<file path="config.mk">
export PLATFORM = sky130hd
export DESIGN_NAME = annexb_nal_unit_splitter_unit
export DESIGN_NICKNAME = d
export VERILOG_FILES = /design/src/rtl/core/nalsplit_pkg.sv /design/src/rtl/core/annexb_nal_unit_splitter_unit.sv /design/src/rtl/core/nalsplit_front.sv /design/src/rtl/core/nalsplit_queue.sv /design/src/rtl/core/nalsplit_back.sv
export SDC_FILE = /design/constraint.sdc
export NUM_CORES = 1
export LEC_CHECK = 0
export BUFFER_PORTS_ARGS = -buffer_cell sky130_fd_sc_hd__buf_2
export CORE_UTILIZATION = 39
export DETAILED_ROUTE_END_ITERATION = 10
export PLACE_DENSITY = 0.62
export SLEW_MARGIN = 20
export SYNTH_ARGS = -nofsm -noshare
export SYNTH_HDL_FRONTEND = slang
export SYNTH_HIERARCHICAL = 1
export SYNTH_SLANG_ARGS = --single-unit
</file>
<file path="constraint.sdc">
create_clock -name clk -period 4.7 [get_ports clk]
set_input_delay 0.235 -clock clk [delete_from_list [all_inputs] [get_ports clk]]
set_output_delay 0.235 -clock clk [all_outputs]
set_load 0.01 [all_outputs]
</file>
<file path="src/rtl/core/nalsplit_pkg.sv">
// nalsplit_pkg: shared constants and the unit record type of the annex b nal splitter
// depends on nothing; used by every module under rtl/core
package nalsplit_pkg;

  // default scan window and register reset
  localparam int          BUFFER_BYTES_DEFAULT = 65536;
  localparam logic [7:0]  MAX_UNITS_RESET      = 8'd100;

  // field widths of one result word
  localparam int OFFSET_W   = 16;
  localparam int LENGTH_W   = 17;
  localparam int TYPE_W     = 5;
  localparam int OUT_DATA_W = 40;

  // start code marker and empty byte history
  localparam logic [7:0]  START_MARK    = 8'h01;
  localparam logic [23:0] HISTORY_RESET = 24'hFFFFFF;

  // queue between scanner and output stage, power of two
  localparam int QUEUE_DEPTH = 4;

  // one finished unit, positions kept modulo 2^LENGTH_W
  typedef struct packed {
    logic [LENGTH_W-1:0] start;
    logic [LENGTH_W-1:0] stop;
    logic [TYPE_W-1:0]   nal_type;
    logic                final_unit;
    logic                capped;
  } unit_rec_t;

endpackage

</file>
<file path="src/rtl/core/annexb_nal_unit_splitter_unit.sv">
// annexb_nal_unit_splitter_unit: top level of the annex b start code nal splitter
// depends on nalsplit_pkg, nalsplit_front, nalsplit_queue, nalsplit_back
//
//   channel   direction  handshake             payload
//   cfg       in         cfg_wr_en             cfg_wr_data = max_units
//   s_axis    in         tvalid / tready       tdata = in_byte, tlast = last_byte
//   m_axis    out        tvalid / tready       tdata = offset, length, type;
//                                              tlast = last_unit, tuser = limit_hit
//
// one byte is taken per cycle while the queue has room; the scanner closes units
// in the cycle it arrives. result words are registered from the four-entry queue.
// s_axis_tready drops only when the queue is full, so output stalls reach the input
// after five pending units, four queued and one in the output register.
// rst is synchronous and clears all scan and queue state; max_units returns to 100.
module annexb_nal_unit_splitter_unit #(
  parameter int BUFFER_BYTES = nalsplit_pkg::BUFFER_BYTES_DEFAULT
) (
  input  logic        clk,
  input  logic        rst,
  input  logic        cfg_wr_en,
  input  logic [7:0]  cfg_wr_data,
  input  logic        s_axis_tvalid,
  output logic        s_axis_tready,
  input  logic [7:0]  s_axis_tdata,   // [7:0] in_byte
  input  logic        s_axis_tlast,
  output logic        m_axis_tvalid,
  input  logic        m_axis_tready,
  output logic [nalsplit_pkg::OUT_DATA_W-1:0] m_axis_tdata,
  // [15:0] unit_offset, [32:16] unit_length, [37:33] unit_type, [39:38] zero
  output logic        m_axis_tlast,
  output logic        m_axis_tuser    // [0] limit_hit
);
  import nalsplit_pkg::*;

  logic      queue_full;
  logic      push;
  unit_rec_t push_rec;
  logic      pop;
  logic      q_not_empty;
  unit_rec_t q_rec;

  // scanner
  nalsplit_front #(
    .BUFFER_BYTES(BUFFER_BYTES)
  ) u_front (
    .clk        (clk),
    .rst        (rst),
    .cfg_wr_en  (cfg_wr_en),
    .cfg_wr_data(cfg_wr_data),
    .in_valid   (s_axis_tvalid),
    .in_ready   (s_axis_tready),
    .in_byte    (s_axis_tdata),
    .last_byte  (s_axis_tlast),
    .queue_full (queue_full),
    .rec_valid  (push),
    .rec        (push_rec)
  );

  // record queue
  nalsplit_queue u_queue (
    .clk      (clk),
    .rst      (rst),
    .push     (push),
    .push_rec (push_rec),
    .full     (queue_full),
    .pop      (pop),
    .not_empty(q_not_empty),
    .pop_rec  (q_rec)
  );

  // output stage
  nalsplit_back u_back (
    .clk          (clk),
    .rst          (rst),
    .rec_valid    (q_not_empty),
    .rec          (q_rec),
    .pop          (pop),
    .m_axis_tvalid(m_axis_tvalid),
    .m_axis_tready(m_axis_tready),
    .m_axis_tdata (m_axis_tdata),
    .m_axis_tlast (m_axis_tlast),
    .m_axis_tuser (m_axis_tuser)
  );

endmodule

</file>
<file path="src/rtl/core/nalsplit_front.sv">
// nalsplit_front: byte scanner that finds start codes and closes units
// depends on nalsplit_pkg; feeds unit records into nalsplit_queue
module nalsplit_front #(
  parameter int BUFFER_BYTES = nalsplit_pkg::BUFFER_BYTES_DEFAULT
) (
  input  logic                  clk,
  input  logic                  rst,
  input  logic                  cfg_wr_en,
  input  logic [7:0]            cfg_wr_data,
  input  logic                  in_valid,
  output logic                  in_ready,
  input  logic [7:0]            in_byte,
  input  logic                  last_byte,
  input  logic                  queue_full,
  output logic                  rec_valid,
  output nalsplit_pkg::unit_rec_t rec
);
  import nalsplit_pkg::*;

  localparam int POS_W = $clog2(BUFFER_BYTES + 1);

  typedef enum logic [1:0] {
    SEARCH = 2'd0,
    HEADER = 2'd1,
    INSIDE = 2'd2
  } phase_t;

  phase_t            phase, phase_next;
  logic [23:0]       history, history_next;
  logic [POS_W-1:0]  position, position_next;
  logic [POS_W-1:0]  unit_start, unit_start_next;
  logic [TYPE_W-1:0] current_type, current_type_next;
  logic [7:0]        units_reported, units_reported_next;
  logic [7:0]        max_units;

  logic              accept;
  logic              halted;
  logic              over;
  logic [23:0]       shifted;
  logic [7:0]        units_inc;
  logic              emit;
  logic [POS_W-1:0]  emit_start;
  logic [POS_W-1:0]  emit_stop;
  logic [TYPE_W-1:0] emit_type;
  logic              emit_final;
  logic              emit_capped;

  assign in_ready = !queue_full;
  assign accept   = in_valid && in_ready;

  // scan one byte, then close the open unit on the buffer end
  always_comb begin
    halted              = units_reported >= max_units;
    over                = position >= POS_W'(BUFFER_BYTES);
    shifted             = {history[15:0], in_byte};
    phase_next          = phase;
    history_next        = history;
    position_next       = position;
    unit_start_next     = unit_start;
    current_type_next   = current_type;
    units_reported_next = units_reported;
    units_inc           = units_reported + 8'd1;
    emit                = 1'b0;
    emit_start          = unit_start;
    emit_stop           = position;
    emit_type           = current_type;
    emit_final          = 1'b0;
    emit_capped         = 1'b0;
    if (accept) begin
      if (!halted && !over) begin
        history_next  = shifted;
        position_next = position + POS_W'(1);
        unique case (phase)
          HEADER: begin
            current_type_next = in_byte[TYPE_W-1:0];
            phase_next        = INSIDE;
            history_next      = HISTORY_RESET;
          end
          INSIDE: begin
            if (shifted == 24'd0 || shifted == {16'd0, START_MARK}) begin
              emit       = 1'b1;
              emit_stop  = position - POS_W'(2);
              emit_final = last_byte;
              if (shifted[7:0] == START_MARK) begin
                unit_start_next = position - POS_W'(2);
                phase_next      = HEADER;
              end else begin
                phase_next = SEARCH;
              end
            end
          end
          default: begin
            phase_next = SEARCH;
            if (in_byte == START_MARK && shifted[23:8] == 16'd0) begin
              if (shifted[23:16] == 8'd0 && position >= POS_W'(3)) begin
                unit_start_next = position - POS_W'(3);
              end else begin
                unit_start_next = position - POS_W'(2);
              end
              phase_next = HEADER;
            end
          end
        endcase
      end
      // open unit ends with the buffer
      if (last_byte && !emit && phase_next == INSIDE && !halted) begin
        emit       = 1'b1;
        emit_start = unit_start_next;
        emit_stop  = position_next;
        emit_type  = current_type_next;
        emit_final = 1'b1;
      end
      if (emit) begin
        emit_capped         = units_inc >= max_units;
        units_reported_next = units_inc;
      end
      // every buffer starts from a clean slate
      if (last_byte) begin
        phase_next          = SEARCH;
        history_next        = HISTORY_RESET;
        position_next       = '0;
        unit_start_next     = '0;
        current_type_next   = '0;
        units_reported_next = '0;
      end
    end
  end

  assign rec_valid      = emit;
  assign rec.start      = LENGTH_W'(emit_start);
  assign rec.stop       = LENGTH_W'(emit_stop);
  assign rec.nal_type   = emit_type;
  assign rec.final_unit = emit_final || emit_capped;
  assign rec.capped     = emit_capped;

  // scanner state and unit cap register
  always_ff @(posedge clk) begin
    if (rst) begin
      phase          <= SEARCH;
      history        <= HISTORY_RESET;
      position       <= '0;
      unit_start     <= '0;
      current_type   <= '0;
      units_reported <= '0;
      max_units      <= MAX_UNITS_RESET;
    end else begin
      phase          <= phase_next;
      history        <= history_next;
      position       <= position_next;
      unit_start     <= unit_start_next;
      current_type   <= current_type_next;
      units_reported <= units_reported_next;
      if (cfg_wr_en) begin
        max_units <= cfg_wr_data;
      end
    end
  end

`ifndef SYNTHESIS
  a_buffer_end_clears: assert property (@(posedge clk) disable iff (rst)
    accept && last_byte |=> position == '0 && units_reported == '0)
    else $error("scanner state not cleared after buffer end");
  a_cap_halts: assert property (@(posedge clk) disable iff (rst)
    emit && emit_capped && !last_byte && !cfg_wr_en |=> halted)
    else $error("scanner kept going after the unit cap");
  a_emit_needs_accept: assert property (@(posedge clk) disable iff (rst)
    emit |-> accept && !queue_full)
    else $error("unit record raised without an accepted byte");
`endif

endmodule

</file>
<file path="src/rtl/core/nalsplit_queue.sv">
// nalsplit_queue: short fifo of unit records between scanner and output stage
// depends on nalsplit_pkg
module nalsplit_queue (
  input  logic                    clk,
  input  logic                    rst,
  input  logic                    push,
  input  nalsplit_pkg::unit_rec_t push_rec,
  output logic                    full,
  input  logic                    pop,
  output logic                    not_empty,
  output nalsplit_pkg::unit_rec_t pop_rec
);
  import nalsplit_pkg::*;

  localparam int PTR_W   = $clog2(QUEUE_DEPTH);
  localparam int COUNT_W = $clog2(QUEUE_DEPTH + 1);

  unit_rec_t          entries [QUEUE_DEPTH];
  logic [PTR_W-1:0]   wr_ptr;
  logic [PTR_W-1:0]   rd_ptr;
  logic [COUNT_W-1:0] count;

  assign full      = count == COUNT_W'(QUEUE_DEPTH);
  assign not_empty = count != '0;
  assign pop_rec   = entries[rd_ptr];

  // record storage
  always_ff @(posedge clk) begin
    if (push) begin
      entries[wr_ptr] <= push_rec;
    end
  end

  // pointers and fill level
  always_ff @(posedge clk) begin
    if (rst) begin
      wr_ptr <= '0;
      rd_ptr <= '0;
      count  <= '0;
    end else begin
      if (push) begin
        wr_ptr <= wr_ptr + PTR_W'(1);
      end
      if (pop) begin
        rd_ptr <= rd_ptr + PTR_W'(1);
      end
      if (push && !pop) begin
        count <= count + COUNT_W'(1);
      end else if (pop && !push) begin
        count <= count - COUNT_W'(1);
      end
    end
  end

`ifndef SYNTHESIS
  a_count_bound: assert property (@(posedge clk) disable iff (rst)
    count <= COUNT_W'(QUEUE_DEPTH))
    else $error("queue fill level out of range");
  a_push_grows: assert property (@(posedge clk) disable iff (rst)
    push && !pop |=> count == $past(count) + COUNT_W'(1))
    else $error("queue lost a record");
  a_no_pop_empty: assert property (@(posedge clk) disable iff (rst)
    pop |-> not_empty)
    else $error("pop from an empty queue");
`endif

endmodule

</file>
<file path="src/rtl/core/nalsplit_back.sv">
// nalsplit_back: output register that turns unit records into result words
// depends on nalsplit_pkg; drains nalsplit_queue
module nalsplit_back (
  input  logic                         clk,
  input  logic                         rst,
  input  logic                         rec_valid,
  input  nalsplit_pkg::unit_rec_t      rec,
  output logic                         pop,
  output logic                         m_axis_tvalid,
  input  logic                         m_axis_tready,
  output logic [nalsplit_pkg::OUT_DATA_W-1:0] m_axis_tdata,
  output logic                         m_axis_tlast,
  output logic                         m_axis_tuser
);
  import nalsplit_pkg::*;

  localparam int PAD_W = OUT_DATA_W - OFFSET_W - LENGTH_W - TYPE_W;

  logic                load;
  logic [LENGTH_W-1:0] unit_length;

  assign load        = rec_valid && (!m_axis_tvalid || m_axis_tready);
  assign pop         = load;
  assign unit_length = rec.stop - rec.start;

  // result word valid flag
  always_ff @(posedge clk) begin
    if (rst) begin
      m_axis_tvalid <= 1'b0;
    end else if (load) begin
      m_axis_tvalid <= 1'b1;
    end else if (m_axis_tready) begin
      m_axis_tvalid <= 1'b0;
    end
  end

  // result word payload
  always_ff @(posedge clk) begin
    if (load) begin
      m_axis_tdata <= {{PAD_W{1'b0}}, rec.nal_type, unit_length, rec.start[OFFSET_W-1:0]};
      m_axis_tlast <= rec.final_unit;
      m_axis_tuser <= rec.capped;
    end
  end

`ifndef SYNTHESIS
  a_load_shows: assert property (@(posedge clk) disable iff (rst)
    load |=> m_axis_tvalid)
    else $error("loaded result word not presented");
  a_pop_only_free: assert property (@(posedge clk) disable iff (rst)
    pop |-> rec_valid)
    else $error("output stage took a record that was not there");
  a_hold_stalled: assert property (@(posedge clk) disable iff (rst)
    m_axis_tvalid && !m_axis_tready |=> m_axis_tvalid && $stable(m_axis_tdata)
      && $stable(m_axis_tlast) && $stable(m_axis_tuser))
    else $error("result word changed while stalled");
`endif

endmodule
</file>
# Word level (Yosys, flattened, before mapping)
# Memory sizes are Yosys's and may differ from the RTL's. A register that Yosys moved wholly into a read port is not among the register bits.
# Index checks and enable logic that the tools add are counted.
[word_totals]
in_bits = 22
ramBits = 164
n_memories = 1
elab_cells = 119
output_inout_bits = 44
reg_bits = 121
[mem_list]
columns = ["name", "words", "width", "read_ports", "rd_ports_with_merged_regs", "wr", "line", "text"]
rows = [
  ["u_queue.entries", 4, 41, 1, 1, 1, "nalsplit_queue.sv:18", "unit_rec_t entries [QUEUE_DEPTH];"],
]
[op_classes]
n_mux = 55
add_sub_neg = 9
order_cmp = 4
n_eq_ne = 6
reduce_logical = 30
[op_table]
columns = ["cell", "count"]
rows = [
  ["17-bit two-way mux", 15],
  ["16-bit two-way mux", 3],
  ["17-bit case mux with 2 select lines", 1],
  ["17-bit by 2-bit subtractor with 17-bit output, second input constant", 2],
  ["5-bit two-way mux", 5],
  ["24-bit by 1-bit == test with 1-bit output, second input constant", 1],
  ["24-bit zero test", 1],
  ["1-bit two-way mux", 20],
  ["17-bit by 1-bit adder with 17-bit output, second input constant", 1],
  ["17-bit greater-or-equal comparator, second input constant", 1],
  ["17-bit by 2-bit greater-or-equal comparator with 1-bit output, second input constant", 1],
  ["17-bit subtractor", 1],
  ["8-bit greater-or-equal comparator", 2],
  ["16-bit zero test", 1],
  ["8-bit two-way mux", 2],
  ["2-bit two-way mux", 6],
  ["1-bit logical AND", 10],
  ["8-bit by 1-bit adder with 8-bit output, second input constant", 1],
  ["8-bit by 1-bit == test with 1-bit output, second input constant", 1],
  ["8-bit zero test", 1],
  ["2-bit nonzero test", 4],
  ["1-bit zero test", 7],
  ["3-bit two-way mux", 2],
  ["2-bit by 1-bit adder with 2-bit output, second input constant", 2],
  ["other kinds (9)", 13],
]

# Logic depth before layout (Yosys ltp)
[logic_depth]
depth_word = 17
ltp_mapped = 16

# Hierarchy
# The synthesis kept the hierarchy.
[by_module_without_submodules]
columns = ["module", "cells_each", "area_each_um2", "instances"]
rows = [
  ["nalsplit_queue", 259, 6397.4, 1],
  ["nalsplit_front", 702, 5271.3, 1],
  ["nalsplit_back", 187, 2219.6, 1],
]

# Worst setup path after synthesis
# Ideal clock, no wire load.
[synth_path]
kind = "reg-to-reg"
start = "reg u_queue.count[0]"
end = "reg u_queue.count[2]"
path_slack_ps = -251
setup_time_ps = 70
period_less_slack_ps = 4951
path_stages_with_launch = 10
arrival_ps = 4881
cell_sequence = "dfxtp_1 or3_1 a21boi_0 inv_1 ha_1 inv_1 fa_1 xor2_1 or3_1 a21oi_1"
[synth_lines]
columns = ["element", "line", "text"]
rows = [
  ["start, declared", "nalsplit_queue.sv:21", "logic [COUNT_W-1:0] count;"],
  ["start signal, assigned", "nalsplit_queue.sv:48", "count <= count + COUNT_W'(1);"],
  ["start signal, assigned", "nalsplit_queue.sv:50", "count <= count - COUNT_W'(1);"],
  ["3-bit nonzero test (*)", "nalsplit_queue.sv:24", "assign not_empty = count != '0;"],
  ["via q_not_empty", "annexb_nal_unit_splitter_unit.sv:39", "logic q_not_empty;"],
  ["1-bit logical AND (*)", "nalsplit_back.sv:22", "assign load = rec_valid && (!m_axis_tvalid || m_axis_tready);"],
  ["via pop", "annexb_nal_unit_splitter_unit.sv:38", "logic pop;"],
  ["1-bit zero test", "nalsplit_queue.sv:47", "if (push && !pop) begin"],
  ["1-bit logical AND", "nalsplit_queue.sv:47", ""],
  ["3-bit two-way mux or 2-bit nonzero test (tied branches)", "--", ""],
]
# Mark *: on every way through the listed nets, which the timed path passes. The rest lies on a longest branch. The select of a mux whose other input is x is not followed.
# A chain may end at the register's enable or synchronous reset.

# Worst setup path after layout
[layout_path]
start = "reg u_front.units_reported[0]"
end = "reg u_queue.count[2]"
[layout_between]
elab_chain_len = 15
[layout_lines]
columns = ["element", "line", "text"]
rows = [
  ["start, declared", "nalsplit_front.sv:33", "logic [7:0] units_reported, units_reported_next;"],
  ["start signal, assigned", "nalsplit_front.sv:152", "units_reported <= units_reported_next;"],
  ["8-bit greater-or-equal comparator (*)", "nalsplit_front.sv:53", "halted = units_reported >= max_units;"],
  ["1-bit zero test (*)", "nalsplit_front.sv:70, nalsplit_front.sv:106", ""],
  ["1-bit logical AND", "nalsplit_front.sv:70", "if (!halted && !over) begin"],
  ["1-bit two-way mux", "nalsplit_front.sv:70", ""],
  ["1-bit two-way mux", "nalsplit_front.sv:69", "if (accept) begin"],
  ["1-bit zero test", "nalsplit_front.sv:106", "if (last_byte && !emit && phase_next == INSIDE && !halted) begin"],
  ["1-bit logical AND (3 in a row)", "nalsplit_front.sv:106", ""],
  ["1-bit two-way mux (*)", "nalsplit_front.sv:106", ""],
  ["1-bit two-way mux (*) (2 in a row)", "nalsplit_front.sv:69", ""],
  ["via push", "annexb_nal_unit_splitter_unit.sv:36", "logic push;"],
  ["1-bit zero test", "nalsplit_queue.sv:49", "end else if (pop && !push) begin"],
  ["1-bit logical AND", "nalsplit_queue.sv:49", ""],
  ["2-bit nonzero test (no line)", "--", ""],
]
# Marked as above.

==> qor.csv <==
metric,value,unit
first-pass GRT wire length,53.0,mm
max_slew headroom,0.403,
CTS Sinks,287,
final hold vios,0,
Finished Layout Cells,1677,
register-to-register setup slack,580,ps
R2R depth,15,
layout cell share with drive strength beyond 1,0.167,
GRT Util Overall,0.187,
PD cells,422,mW/mm^2
TritonCTS clock tree,done,
vias in the first global route,9250,
initial antenna violation count,0,
Vias,9567,
M3 GR Usage,0.0247,
RR Startpoint,u_front/units_reported[0],
total gr overflow,0,
Layout area overhead,12.5,%
DIE WIDTH,191,um
post-placement cell count,1607,
Antenna Cells,0,
Synth cell types,89,
kind of critical path,reg2reg,
hpwl dp,23.3,mm
"antenna viol nets, final",0,
r2r endpoint,u_queue/count[2],
worst vdd ir,0.309,mV
overall die area,0.0364,mm^2
number of iterations in the first detailed-routing pass,6,
# DRC,0,
leakage power,5.74,nW
ys async rst share,0,
CORE AREA,0.0348,mm^2
predominant post-synthesis flop cell,edfxtp_1,
FP Rows,68,
worst hold start,s_axis_tdata[1],
Hold Crit Class,in2reg,
CP arrival,4610,ps
fin crit period,4120,ps
Num CTS Buffers,31,
Syn Area/Cell,12.1,um^2
Worst EP required,5190,ps
overall power,6.59,mW
final wirelength,33.8,mm
startpoint types,flop,
"most common cell after layout, fill and taps aside",edfxtp_1,
Worst-path clk slew,60,ps
Post-Syn Area,0.0139,mm^2
fmax,243,MHz
status,finished clean,
Least-Margin Pin Slew,889,ps
CP max FO,12,
I/O Buffers,63,
gr busiest metal,met2,
Max Cap Viol,0,
"leading cell types in the layout, fill and taps excluded","edfxtp_1, nor2_1, dfxtp_1, buf_2, a21oi_1",
Initial Utilization,0.399,
worst-case hold path end point,u_front/history[1],
Cells after Synth,1148,
RSZ-0062 raised after global routing,no,
sequential-to-total area share from yosys stat,0.561,
final net count,1266,
Sum Neg Setup Slack,0,ps
M2 GR Usage,0.298,
Synth Register Bits,287,
largest net degree at the start of global routing,44,
Max Slew Vio Count,0,
Clock Latency Late Sink,570,ps
post-DR vias/cell,5.70,
Ports,66,
Max H-tree Level,1,
M1 GR Usage,0.262,
clock root buffer,clkbuf_16,
Critical Path End Type,flop,
Clock Skew,14.9,ps
Iter 0 DRT Violations,822,
cell area after layout,0.0156,mm^2
Hold Path Cell Cnt,3,
Clock Tree Buf Depth,3,
Post-CTS Setup Bufs,0,
Placed Area,0.0146,mm^2
"Warnings, synthesis",6,
final setup violation count,0,
wire per inst,20.2,um
Die H,191,um
Fillers,3186,
Post-synth EDFFs,204,
period utilization,0.876,
GPL Wtd Cong,0.917,
## how the worst max path moves through the flow
| stage | startpoint | end | slack [ps] | depth (start not counted) |
|---|---|---|---|---|
| after CTS | u_front/units_reported[0] | u_queue/count[2] | 640 | 15 |
| after global routing | u_front/units_reported[2] | u_queue/count[2] | 290 | 14 |
| after floorplan | u_front/units_reported[2] | u_queue/entries[0][0] | 850 | 10 |
| final | u_front/units_reported[0] | u_queue/count[2] | 580 | 15 |
| after detailed placement | u_front/units_reported[2] | u_queue/entries[3][34] | 670 | 10 |
| after global placement | u_front/units_reported[2] | u_queue/count[2] | 770 | 14 |
## worst max-delay path, stage by stage (launching register included)
cell	delay (ps)
dfxtp_1	380
inv_1	100
ha_1	310
nor2b_1	110
o21ai_1	190
a211oi_2	610
a221oi_2	290
o31ai_4	320
nand2_1	190
inv_2	260
ha_1	230
inv_1	60
fa_1	370
xor2_1	180
or3_1	310
a21oi_1	140
## flip-flops by register name (all words and copies together), names as in the netlist, named ones only
name                    cells
u_front/max_units           8
u_front/history            16
u_back/m_axis_tuser         1
u_back/m_axis_tvalid        1
u_front/position           17
u_queue/wr_ptr              2
u_front/phase               2
u_front/current_type        5
u_queue/count               3
u_front/unit_start         17
u_queue/rd_ptr              2
u_front/units_reported      8
u_back/m_axis_tlast         1
u_back/m_axis_tdata        38
u_queue/entries           164
## layer usage
metal  routed length (um)  part of all wire
met4                 1240             0.037
met5                    0                 0
met3                 1800             0.053
met1                15500              0.46
met2                15300              0.45
## logic make-up (layout without fill, tap and decap cells)
family | count (synthesis) | after routing | share of synthesized area
AND/OR/NAND/NOR | 315 | 315 | 0.115
flip-flops | 287 | 287 | 0.561
AO/OA/AOI/OAI | 264 | 264 | 0.131
buffers and inverters | 136 | 209 | 0.0450
multiplexers | 62 | 62 | 0.0825
adder cells (fa/ha/maj) | 46 | 46 | 0.0425
XOR/XNOR | 37 | 37 | 0.0233
other | 1 | 2 | 0.000270
## synth_stat cells, types with 12 or more instances
| library cell | n | area share |
|---|---|---|
| clkbuf_1 | 63 | 0.017 |
| nor3_1 | 38 | 0.014 |
| a22oi_1 | 12 | 0.0065 |
| nor4_1 | 14 | 0.0063 |
| nor2b_1 | 18 | 0.0081 |
| and2_1 | 12 | 0.0054 |
| o21ai_1 | 13 | 0.0047 |
| dfxtp_1 | 83 | 0.12 |
| ha_1 | 44 | 0.040 |
| inv_1 | 46 | 0.012 |
| o21ai_0 | 57 | 0.021 |
| nand3_1 | 26 | 0.0094 |
| nand2_1 | 55 | 0.015 |
| a21oi_1 | 59 | 0.021 |
| mux2i_1 | 14 | 0.010 |
| xor2_1 | 14 | 0.0088 |
| edfxtp_1 | 204 | 0.44 |
| and3_1 | 19 | 0.0086 |
| mux4_2 | 40 | 0.065 |
| nor2_1 | 84 | 0.023 |
| xnor2_1 | 23 | 0.015 |
## metrics by stage
step | setup slack, ps | hold WS, ps | util
5_1_grt | 286 | 54.7 | 0.449
3_5_place_dp | 672 | 459 | 0.419
3_3_place_gp | 768 | 461 | 0.418
6_report | 581 | 28.3 | 0.449
4_1_cts | 639 | 13.9 | 0.449
2_1_floorplan | 852 | 307 | -
## power breakdown
part / total, mW / internal [mW] / switching, mW
sequential: 3.12 / 2.98 / 0.133
clock: 2.21 / 1.26 / 0.956
combinational: 1.27 / 0.536 / 0.730
## what timing repair did
action,in CTS,in global routing
gates resized for setup,0,0
hold buffers,13,0
endpoints found under the hold margin,13,0
## area by class of cell
type / instances / area (um^2) / share of cell area
multi-input cells: 726 / 5510 / 0.353
inverters: 50 / 188 / 0.0120
clock buffers: 43 / 845 / 0.0540
clock inverters: 14 / 88.8 / 0.00568
flip-flops and latches: 287 / 7790 / 0.498
repair buffers: 102 / 641 / 0.0410
well taps: 455 / 569 / 0.0364
(Power assumes the default switching activity.)
